===== src/rtl/chm_pkg.sv =====
// shared types and constants of the chained hash map
`default_nettype none
package chm_pkg;

    localparam int KEY_W   = 32;
    localparam int VAL_W   = 32;
    localparam int KIND_W  = 2;
    localparam int STAT_W  = 3;
    localparam int TOTAL_W = 9;
    localparam int CFG_W   = 8;
    localparam int DIV_W   = 8;
    localparam int DIGIT_W = 4;

    localparam logic [CFG_W-1:0] BUCKET_COUNT_RESET = 8'd101;

    localparam logic [KIND_W-1:0] KIND_INSERT = 2'd0;
    localparam logic [KIND_W-1:0] KIND_LOOKUP = 2'd1;
    localparam logic [KIND_W-1:0] KIND_REMOVE = 2'd2;

    localparam logic [STAT_W-1:0] STAT_INSERTED  = 3'd0;
    localparam logic [STAT_W-1:0] STAT_UPDATED   = 3'd1;
    localparam logic [STAT_W-1:0] STAT_FOUND     = 3'd2;
    localparam logic [STAT_W-1:0] STAT_REMOVED   = 3'd3;
    localparam logic [STAT_W-1:0] STAT_NOT_FOUND = 3'd4;
    localparam logic [STAT_W-1:0] STAT_FULL      = 3'd5;

    typedef enum logic [2:0] {
        ST_CLEAR,
        ST_IDLE,
        ST_HASH,
        ST_HEAD,
        ST_WALK,
        ST_ACT,
        ST_LINK
    } state_t;

endpackage
`default_nettype wire


===== src/rtl/chm_rem.sv =====
// iterative key remainder unit, several dividend bits per cycle
`default_nettype none
module chm_rem
    import chm_pkg::*;
(
    input  wire logic             aclk,
    input  wire logic             aresetn,
    input  wire logic             start,
    input  wire logic [KEY_W-1:0] dividend,
    input  wire logic [DIV_W-1:0] divisor,
    output logic                  done,
    output logic      [DIV_W-1:0] rem
);

    localparam int STEPS = KEY_W / DIGIT_W;
    localparam int CNT_W = $clog2(STEPS + 1);

    logic [KEY_W-1:0] shift_reg, shift_next;
    logic [DIV_W-1:0] rem_reg, rem_next;
    logic [DIV_W-1:0] div_reg;
    logic [CNT_W-1:0] cnt_reg;
    logic             busy_reg;
    logic             done_reg;

    // restoring steps, remainder always stays below the divisor
    always_comb begin
        logic [DIV_W:0] trial;
        trial      = '0;
        shift_next = shift_reg;
        rem_next   = rem_reg;
        for (int i = 0; i < DIGIT_W; i++) begin
            trial      = {rem_next, shift_next[KEY_W-1]};
            shift_next = {shift_next[KEY_W-2:0], 1'b0};
            if (trial >= {1'b0, div_reg}) begin
                trial = trial - {1'b0, div_reg};
            end
            rem_next = trial[DIV_W-1:0];
        end
    end

    always_ff @(posedge aclk) begin
        if (!aresetn) begin
            busy_reg <= 1'b0;
            done_reg <= 1'b0;
            cnt_reg  <= '0;
        end else begin
            done_reg <= 1'b0;
            if (start) begin
                busy_reg <= 1'b1;
                cnt_reg  <= '0;
            end else if (busy_reg) begin
                cnt_reg <= cnt_reg + 1'b1;
                if (cnt_reg == CNT_W'(STEPS - 1)) begin
                    busy_reg <= 1'b0;
                    done_reg <= 1'b1;
                end
            end
        end
    end

    always_ff @(posedge aclk) begin
        if (start) begin
            shift_reg <= dividend;
            rem_reg   <= '0;
            div_reg   <= divisor;
        end else if (busy_reg) begin
            shift_reg <= shift_next;
            rem_reg   <= rem_next;
        end
    end

    assign done = done_reg;
    assign rem  = rem_reg;

endmodule
`default_nettype wire


===== config.mk =====
export PLATFORM = sky130hd
export DESIGN_NAME = chm_rem
export DESIGN_NICKNAME = d
export VERILOG_FILES = /design/src/rtl/chm_pkg.sv /design/src/rtl/chm_rem.sv
export SDC_FILE = /design/constraint.sdc
export NUM_CORES = 1
export LEC_CHECK = 0
export BUFFER_PORTS_ARGS = -buffer_cell sky130_fd_sc_hd__buf_2
export CAP_MARGIN = 20
export CORE_ASPECT_RATIO = 1.25
export CORE_MARGIN = 5
export CORE_UTILIZATION = 33
export DETAILED_ROUTE_END_ITERATION = 10
export GPL_TIMING_DRIVEN = 0
export PLACE_DENSITY_LB_ADDON = 0.15
export RECOVER_POWER = 50
export SLEW_MARGIN = 40
export SYNTH_ARGS = -nofsm -noshare
export SYNTH_HDL_FRONTEND = slang
export SYNTH_SLANG_ARGS = --single-unit

===== constraint.sdc =====
create_clock -name aclk -period 8.1 [get_ports aclk]
set_clock_uncertainty 0.1 [all_clocks]
set_input_delay 1.62 -clock aclk [delete_from_list [all_inputs] [get_ports aclk]]
set_output_delay 1.62 -clock aclk [all_outputs]
set_load 0.05 [all_outputs]

== Word-level counts from Yosys, hierarchy flattened ==
Cells that the tools add are included.
Widths: inputs -> output; s select.
Word-level totals
  bits in registers: 54
  bits of input ports: 43
Cells by class
  multiplexer cells: 10
  eq/ne operators: 1
  reductions and logical operators: 3
  magnitude comparators: 4
  bitwise gates (word level): 2
  $add $sub $neg: 5
Operator list (number)
  $mux 32: 2
  $ge 9x8->1: 4
  $mux 8: 4
  $sub 8x8->8: 4
  $add 4x1->4 const B: 1
  $eq 4x3->1 const B: 1
  $mux 1: 4
  $reduce_or 3->1: 1
  $not 1->1: 2
  $reduce_bool 2->1: 1
  $reduce_or 2->1: 1

== Longest topological paths before layout ==
Gate-level depths: netlist of run 1.
  depth in word-level cells: 8
  depth in mapped cells: 36
  depth with buffers taken out: 34

== Worst setup path before layout of run 1 ==
Ideal clock, no wire load.
  path kind: register to register
  start point: reg rem_reg[5] (netlist: rem[5])
  end point: reg rem_reg[0] (netlist: rem[0])
  path buffers: 2
  setup time: 86 ps
  path slack: 325 ps
  cell stages (with the launch flop): 34
  data arrival time: 7589 ps
  data required time: 7914 ps
  period minus slack after synthesis: 7775 ps
  cells stage by stage: dfxtp_1 ha_1 a21oi_1 nor2b_1 nor3_1 nand2_1 o21ai_0 inv_1 ha_1 nor2b_1 o31a_1 o32ai_1 nor2_1 a211o_1 buf_6 mux2i_1 ha_1 a21o_1 a21oi_1 o21ai_0 o22ai_1 o221ai_4 buf_6 a21oi_1 ha_1 nor2b_1 o21ai_0 a21oi_1 o31ai_1 nand2b_1 a31o_2 a221oi_4 mux2_2 a211oi_1
On the way
  cells in the longest elaborated chain, start to end: 8
  elaborated cells on any way between the ends: 11
  classes of those cells: 3 x add/sub; 4 x order compare; 4 x mux
RTL lines
  start: declaration: line chm_rem.sv:19  | logic [DIV_W-1:0] rem_reg, rem_next;
  start signal: assignment: line chm_rem.sv:68  | rem_reg <= rem_next;
  $sub 8x8->8 or $ge 9x8->1 (tied branches): line chm_rem.sv:35, chm_rem.sv:34
  $mux 8 (*): line chm_rem.sv:34  | if (trial >= {1'b0, div_reg}) begin
  $sub 8x8->8 or $ge 9x8->1 (tied branches): line chm_rem.sv:35, chm_rem.sv:34
  $mux 8 (*): line chm_rem.sv:34
  $ge 9x8->1 or $sub 8x8->8 (tied branches): line chm_rem.sv:34, chm_rem.sv:35
  $mux 8 (*): line chm_rem.sv:34
  $ge 9x8->1 (*): line chm_rem.sv:34
  $mux 8 (*): line chm_rem.sv:34
Every way passes the cells marked *; elsewhere a longest branch is shown, timed or not.
A chain may end at the register's enable or synchronous reset.

== Worst setup path in the final report of run 1 ==
  start point: reg div_reg[3]
  end point: reg rem_reg[0] (netlist: rem[0])
On the way
  cells in the longest elaborated chain, start to end: 8
  elaborated cells on any way between the ends: 11
  classes of those cells: 3 x add/sub; 4 x order compare; 4 x mux
RTL lines
  start: declaration: line chm_rem.sv:20  | logic [DIV_W-1:0] div_reg;
  start signal: assignment: line chm_rem.sv:65  | div_reg <= divisor;
  $sub 8x8->8 or $ge 9x8->1 (tied branches): line chm_rem.sv:35, chm_rem.sv:34
  $mux 8: line chm_rem.sv:34
  $sub 8x8->8 or $ge 9x8->1 (tied branches): line chm_rem.sv:35, chm_rem.sv:34
  $mux 8: line chm_rem.sv:34
  $sub 8x8->8 or $ge 9x8->1 (tied branches): line chm_rem.sv:35, chm_rem.sv:34
  $mux 8: line chm_rem.sv:34
  $ge 9x8->1 (*): line chm_rem.sv:34
  $mux 8 (*): line chm_rem.sv:34
Marked as above.

==> flow_summary.toml, run 1 <==
[cells_and_area]
regArea_mm2 = 0.00148
layout.nets = 544
utilization = 0.402
post_route_cells_drive_above_1_share = 0.286
fillers = 1248
n_antenna_cell = 0
area_growth_syn_to_layout_pct = 21.0
largest_reg_flops = 32
final_design_area_no_fill_mm2 = 0.00485
multi_input_area_mm2 = 0.00249

[floorplan]
rows = 45
core_area_mm2 = 0.0120
ioPinCount = 52
dieArea_mm2 = 0.0145
start_util = 0.333
die_y_um = 133
die_w_um = 109

[timing]
rsz0062_at_grt = "no"
period_needed_ns = 7.62
fin_crit_sh = 0.941
finalSetupViolCount = 0
final.setup.tns_ns = 0
slew_viol_final = 0
maxSlewHeadroom = 0.123
hold_violations = 0
fmax_mhz = 131
worst_slew_pin_slew_ns = 1.31

[place]
place_hpwl_um = 7870
port_buffers = 51
dpl_cell_area_mm2 = 0.00447
gp_congestion = 0.868

[clock_tree]
cts_inserted_buffers = 5
cts_tree = "yes"
htreeDepth = 2
clk_latency_ns = 0.30
cts.root.buffer_cell = "clkbuf_16"
cts_buffer_depth = 2
clk_pin_slew_ns = 0.07
cts_hold_buf = 0
clkSinkCount = 54

[synthesis]
synth_top_family_by_area = "compound AO/OA/AOI/OAI gates"
syn_inst = 390
ys_ff_latch = 54
synth_xor_area_frac = 0.0394
netlist.area_leader.share = 0.300
synthAdderAreaFrac = 0.123
synthArstFlopShare = 0
yosysTopAreaCell = "edfxtp_1"
synthSimpleGateAreaFrac = 0.126
syn_avg_cell_area_um2 = 10.3
yosysSeqAreaShare = 0.370
ys.flop_type = "edfxtp_1"
synth_area_mm2 = 0.00401
ys_top_cells_by_area = "edfxtp_1 30%, mux2_2 11%, ha_1 10%"
synth-edff-count = 40
synth_compound_area_frac = 0.176
yosys.cell_types.count = 54
synthMuxAreaShare = 0.127
yosys_warnings = 0
synth_nets = 470

[detailed_routing]
firstDrtPassIters = 4
ant_nets = 0
drc = 0
num_vias = 3198
routed_via_density = 5.08
routed_wl_um = 10100
drt_iter0_drc = 105
wl_per_cell_um = 16.1

[grt]
grt_usage = 0.144
grt_pass1_vias = 3242
grt_max_degree = 33
antenna_found_initial = 0
overflow = 0
grt_first_pass_wirelength_um = 16300

[critical_path]
end_kind = "flip-flop"
crit_required_ns = 8.21
crit_path_top_delay_cell = "mux2_2"
crit_type = "reg2reg"
slowest_delay_ns = 0.39
path_max_fanout = 10
startpoint_type = "flip-flop"
crit_path_frequent_cell = "ha_1"
critical_path_arrival_ns = 7.74

[hold_path]
hold_class = "reg2reg"

[outcome]
status = "finished, final reports clean"

[flow_run]
maxCapViolations = 0
==> Yosys cell counts, types with 3 or more instances <==
cell type / count
a211oi_1: 4
ha_1: 33
a21o_1: 5
or3_1: 3
clkbuf_1: 7
inv_1: 28
nand4_1: 5
nor3_1: 5
a21oi_1: 26
edfxtp_1: 40
nand3_1: 7
nand2_1: 25
nor2b_1: 9
dfxtp_1: 14
and2_1: 7
mux2_2: 38
mux2i_1: 8
o21ai_0: 14
nor2_1: 25
o21a_1: 13
a211o_1: 3
nand2b_1: 5
o22ai_1: 3
xor2_1: 7
a311oi_1: 3
fa_1: 4
o21bai_1: 4
xnor2_1: 11
==> worst max-delay path: cells and delay by family (launching register included) <==
family / cells / cell delay (ns)
AOI/OAI and AO/OA: 18 / 3.83
adders and majority gates: 4 / 1.25
and+or+nand+nor: 6 / 0.76
buffers and inverters: 4 / 0.63
muxes: 2 / 0.59
DFF: 1 / 0.35
==> per-layer routing <==
layer	part of all wire	up-vias	track usage
li1	-	1597	-
met1	0.42	1509	0.170
met2	0.51	72	0.254
met3	0.040	20	0.0238
met4	0.033	0	0.0632
met5	0	-	0
==> layout make-up <==
type                            instances  share of cell area
Multi-Input combinational cell        299               0.514
Sequential cell                        54               0.306
Timing Repair Buffer                   67              0.0749
Tap cell                              164              0.0423
Clock buffer                            5              0.0258
Inverter                               28              0.0225
Buffer                                  9              0.0101
Clock inverter                          3             0.00439
==> cells in the final DEF, fill, tap and decap left out, types with 5 or more instances in the layout <==
| cell | count |
|---|---|
| a21oi_1 | 22 |
| o21ai_0 | 10 |
| buf_2 | 41 |
| a21o_1 | 5 |
| dfxtp_1 | 14 |
| xnor2_1 | 11 |
| mux2_2 | 38 |
| nand2_1 | 24 |
| mux2i_1 | 5 |
| nand4_1 | 5 |
| o21a_1 | 13 |
| edfxtp_1 | 40 |
| nor2b_1 | 9 |
| nand2b_1 | 5 |
| inv_1 | 24 |
| buf_4 | 16 |
| clkbuf_16 | 5 |
| xor2_1 | 7 |
| ha_1 | 33 |
| nand3_1 | 7 |
| nor2_1 | 25 |
| clkbuf_1 | 17 |
==> path summary, 6_finish.rpt <==
| path | start | endpoint | cells after the start | slack, ns |
|---|---|---|---|---|
| setup / recovery | div_reg[3] | rem[0] | 34 | 0.48 |
| hold / removal | cnt_reg[3] | cnt_reg[3] | 2 | 0.42 |
| hold reg to reg | cnt_reg[3] | cnt_reg[3] | 2 | 0.42 |
| setup reg to reg | div_reg[3] | rem[0] | 34 | 0.48 |
==> logic make-up after synthesis <==
group | count (synthesis)
AND/OR/NAND/NOR | 101
AO/OA/AOI/OAI | 97
flip-flops | 54
multiplexers | 46
buffers and inverters | 37
adder cells (fa/ha/maj) | 37
XOR/XNOR | 18
==> metrics by stage <==
stage               hold slack [ns]  setup slack (ns)  std cells
finish                        0.423             0.477        629
global route                  0.451           0.00659        629
CTS                           0.419            0.0299        616
detailed placement            0.402             -1.31        605
global placement              0.395             -1.23        605
floorplan                     0.370             0.325        390
==> what timing repair did <==
action / in CTS / in global routing
endpoints found under the setup margin: 8 / 8
hold endpoints to repair: 0 / 0
pin swaps: 0 / 5
resized for setup: 17 / 12
buffers inserted: 3 / 13
Power of run 1 is not shown: default switching activity piles up to over one toggle a cycle in this logic, so the estimate is an artifact.
==> run 2: changes to the inputs <==
==> constraint.sdc (replaced) <==
create_clock -name aclk -period 8.1 [get_ports aclk]
set_clock_uncertainty 0.1 [all_clocks]
set_input_delay 0.405 -clock aclk [delete_from_list [all_inputs] [get_ports aclk]]
set_output_delay 0.405 -clock aclk [all_outputs]
set_load 0.05 [all_outputs]
==> run 2 against run 1 <==
Compared with the run above:
- register-to-register slack about the same
- via count is essentially flat
- critical path depth unchanged
- flip-flop and latch count is the same
- utilization barely moved
==> flow_summary.toml, run 2 (synthesized netlist as in run 1, its figures left out) <==
[timing]
finalSetupViolCount = 0
period_needed_ns = 7.62
hold-worst-slack_ns = 0.188
slew_viol_final = 0
fmax_mhz = 131
maxSlewHeadroom = 0.498
fin_crit_sh = 0.941
rsz0062_at_grt = "no"
worst_slew_pin_slew_ns = 0.750
hold_violations = 0

[cells_and_area]
final_cell_mix = "41 x buf_2, 40 x edfxtp_1, 38 x mux2_2"
post_route_cells_drive_above_1_share = 0.288
layout.nets = 544
multi_input_area_mm2 = 0.00249
regArea_mm2 = 0.00148
utilization = 0.402
final_common_cell = "buf_2"
fillers = 1249
n_antenna_cell = 0
largest_reg_flops = 32
area_growth_syn_to_layout_pct = 21.0

[grt]
grt_pass1_vias = 3242
grt_first_pass_wirelength_um = 16300
grt_max_degree = 33
antenna_found_initial = 0
grt_usage = 0.144
overflow = 0

[critical_path]
path_max_fanout = 10
cp_num_buf_inv = 4
crit_path_frequent_cell = "ha_1"
crit_type = "reg2reg"
crit_family = "compound AO/OA/AOI/OAI gates"
end_kind = "flip-flop"
critical_path_arrival_ns = 7.74
crit_required_ns = 8.21
startpoint_type = "flip-flop"
slowest_delay_ns = 0.39
crit_path_top_delay_cell = "mux2_2"
regToRegSetupSlack_ns = 0.48

[clock_tree]
clk_latency_ns = 0.30
cts_buffer_depth = 2
cts.root.buffer_cell = "clkbuf_16"
cts_hold_buf = 0
clk_pin_slew_ns = 0.07
htreeDepth = 2
cts_inserted_buffers = 5
cts_tree = "yes"
clkSinkCount = 54

[detailed_routing]
num_vias = 3196
wl_per_cell_um = 16.1
drc = 0
routed_wl_um = 10100
ant_nets = 0
firstDrtPassIters = 4
drt_iter0_drc = 106
routed_via_density = 5.08

[place]
port_buffers = 51
place_hpwl_um = 7870
gp_congestion = 0.868

[outcome]
status = "finished, final reports clean"

[floorplan]
dieArea_mm2 = 0.0145
ioPinCount = 52
die_w_um = 109
die_y_um = 133
rows = 45
start_util = 0.333
core_area_mm2 = 0.0120

[flow_run]
maxCapViolations = 0

[hold_path]
hold_class = "in2reg"
==> run 2: cell count changes in the layout (fill, tap and decap cells not counted) <==
cell | previous run | this run
nand2_1 | 24 | 23
nand2_2 | 0 | 1
==> run 2: per-layer routing <==
layer,part of all wire,global-route usage
met5,0,0
met1,0.42,0.170
met3,0.040,0.0238
met4,0.033,0.0632
met2,0.51,0.254
==> run 2: timing repair <==
action                                  in CTS  in global routing
setup buffers                                3                 13
pin swaps                                    0                  5
endpoints found under the setup margin       8                  8
gates resized for setup                     17                 12
endpoints found under the hold margin        0                  0
==> run 2: worst paths after layout <==
check | start | endpoint | cells past startpoint
setup / recovery | div_reg[3] | rem[0] | 34
hold / removal | divisor[0] | div_reg[0] | 1
setup reg to reg | div_reg[3] | rem[0] | 34
hold reg to reg | cnt_reg[3] | cnt_reg[3] | 2
==> run 2: final cells by class <==
cell class              instances  area share
well taps                     164      0.0423
plain buffers                   9      0.0101
inverters                      28      0.0225
clock inverters                 3     0.00439
repair buffers                 67      0.0748
flip-flops and latches         54       0.306
multi-input cells             299       0.515
clock buffers                   5      0.0258
==> run 2: worst register-to-register path, delay by kind of cell (launching register included) <==
family | cells | cell delay (ns)
AOI/OAI and AO/OA | 18 | 3.85
adders and majority gates | 4 | 1.25
and+or+nand+nor | 6 | 0.76
buffers and inverters | 4 | 0.63
muxes | 2 | 0.60
DFF | 1 | 0.35
==> run 2: through the flow <==
step	TNS, ns	worst slack, ns	instances	area (um2)
final	0	0.476	629	4850
after global routing	0	0.00659	629	4850
after CTS	0	0.0299	616	4710
after detailed placement	-8.92	-1.31	605	4470
after global placement	-8.39	-1.23	605	4470
after floorplan	0	0.325	390	4010
Power of run 2 is left out for the same reason.
==> run 3: changes to the inputs <==
Settings changed: MAX_ROUTING_LAYER from default to met4.
==> run 3 against run 2 <==
Compared with the run above:
- utilization rose by 0.052 points
- worst setup slack got worse by 0.016 ns
- non-clock buffer count did not move
- die area did not move
- sequential share of layout area barely moved
- register-to-register slack got worse by 0.02 ns
- global-route usage rose by 0.34 points
- critical path depth did not move
- worst hold slack got worse by 0.0031 ns
- cell area rose by 0.13%
- first-iteration DRC count fell by 8.5%
- routed wire length rose by 0.29%
- critical path type unchanged
- critical endpoint unchanged
==> flow_summary.toml, run 3 (synthesized netlist as in run 1, its figures left out) <==
[cells_and_area]
post_route_cells_drive_above_1_share = 0.295
layout.nets = 544
area_growth_syn_to_layout_pct = 21.2
final_common_cell = "buf_2"
largest_reg_flops = 32
fillers = 1252
final_cell_mix = "41 x buf_2, 40 x edfxtp_1, 38 x mux2_2"
n_antenna_cell = 0

[detailed_routing]
wl_per_cell_um = 16.1
num_vias = 3151
routed_via_density = 5.01
firstDrtPassIters = 4
ant_nets = 0
drc = 0
routed_wl_um = 10100
drt_iter0_drc = 97

[timing]
rsz0062_at_grt = "no"
finalSetupViolCount = 0
fin_crit_sh = 0.943
timing.final.ws_setup_ns = 0.460
fmax_mhz = 131
period_needed_ns = 7.64
slew_viol_final = 0
hold_violations = 0
maxSlewHeadroom = 0.500
final.setup.tns_ns = 0
worst_slew_pin_slew_ns = 0.747

[floorplan]
dieArea_mm2 = 0.0145
start_util = 0.333
ioPinCount = 52
rows = 45
die_y_um = 133
die_w_um = 109
core_area_mm2 = 0.0120

[place]
gp_congestion = 0.878
place_hpwl_um = 7930
dpl_worst_slack_ns = -1.31
port_buffers = 51

[critical_path]
crit_family = "compound AO/OA/AOI/OAI gates"
critical_path_arrival_ns = 7.75
cp.depth = 34
crit_required_ns = 8.21
crit_path_top_delay_cell = "fa_1"
crit_type = "reg2reg"
path_max_fanout = 10
reg2regPathDepth = 34
slowest_delay_ns = 0.45
end_kind = "flip-flop"
cp_num_buf_inv = 5
startpoint_type = "flip-flop"

[clock_tree]
cts_buffer_depth = 2
htreeDepth = 2
clk_pin_slew_ns = 0.07
cts.root.buffer_cell = "clkbuf_16"
cts_tree = "yes"
clk_latency_ns = 0.30
clkSinkCount = 54
cts_inserted_buffers = 5

[grt]
antenna_found_initial = 0
grt_first_pass_wirelength_um = 16300
grt_usage = 0.148
grt_max_degree = 33
grt_pass1_vias = 3227
overflow = 0

[flow_run]
maxCapViolations = 0

[hold_path]
hold_class = "in2reg"
worst_hold_path.num_cells = 1

[outcome]
status = "finished, final reports clean"
run 3: changes by cell type in the layout (fill, tap and decap cells not counted), sizes merged:
cell	change
clkinv	-2
clkinvlp	+1
inv	+1
run 3: worst paths after layout:
kind,startpoint,to,slack [ns]
hold / removal,divisor[0],div_reg[0],0.18
setup / recovery,div_reg[1],rem[0],0.46
setup reg to reg,div_reg[1],rem[0],0.46
hold reg to reg,cnt_reg[3],cnt_reg[3],0.41
run 3: what timing repair did:
item,4_1_cts,5_1_grt
cloned,0,0
buffers inserted,4,12
pin swaps,0,6
resized for setup,20,12
hold endpoints to repair,0,0
setup endpoints to repair,8,8
hold buffers,0,0
run 3: layer usage:
| layer | vias to the layer above | wire [um] | GRT usage |
|---|---|---|---|
| met5 | - | 0 | - |
| li1 | 1594 | - | - |
| met4 | 0 | 212 | 0.0484 |
| met2 | 49 | 5250 | 0.263 |
| met3 | 12 | 320 | 0.0199 |
| met1 | 1496 | 4360 | 0.169 |
run 3: area by class of cell:
type | count | area (um2) | share of cell area
inverter | 28 | 109 | 0.0224
clock inverter | 3 | 20.0 | 0.00412
clock buffer | 5 | 125 | 0.0258
sequential | 54 | 1480 | 0.305
timing repair buffer | 67 | 363 | 0.0747
tap | 164 | 205 | 0.0423
multi-input combinational | 299 | 2500 | 0.515
buffer | 9 | 48.8 | 0.0101
run 3: through the flow:
stage,area (um2),utilization,cells,hold slack [ns]
floorplan,4010,-,390,0.370
global placement,4470,0.371,605,0.394
detailed placement,4470,0.371,605,0.392
CTS,4730,0.393,617,0.178
global route,4850,0.403,629,0.176
finish,4850,0.403,629,0.184
Power of run 3 is left out for the same reason.
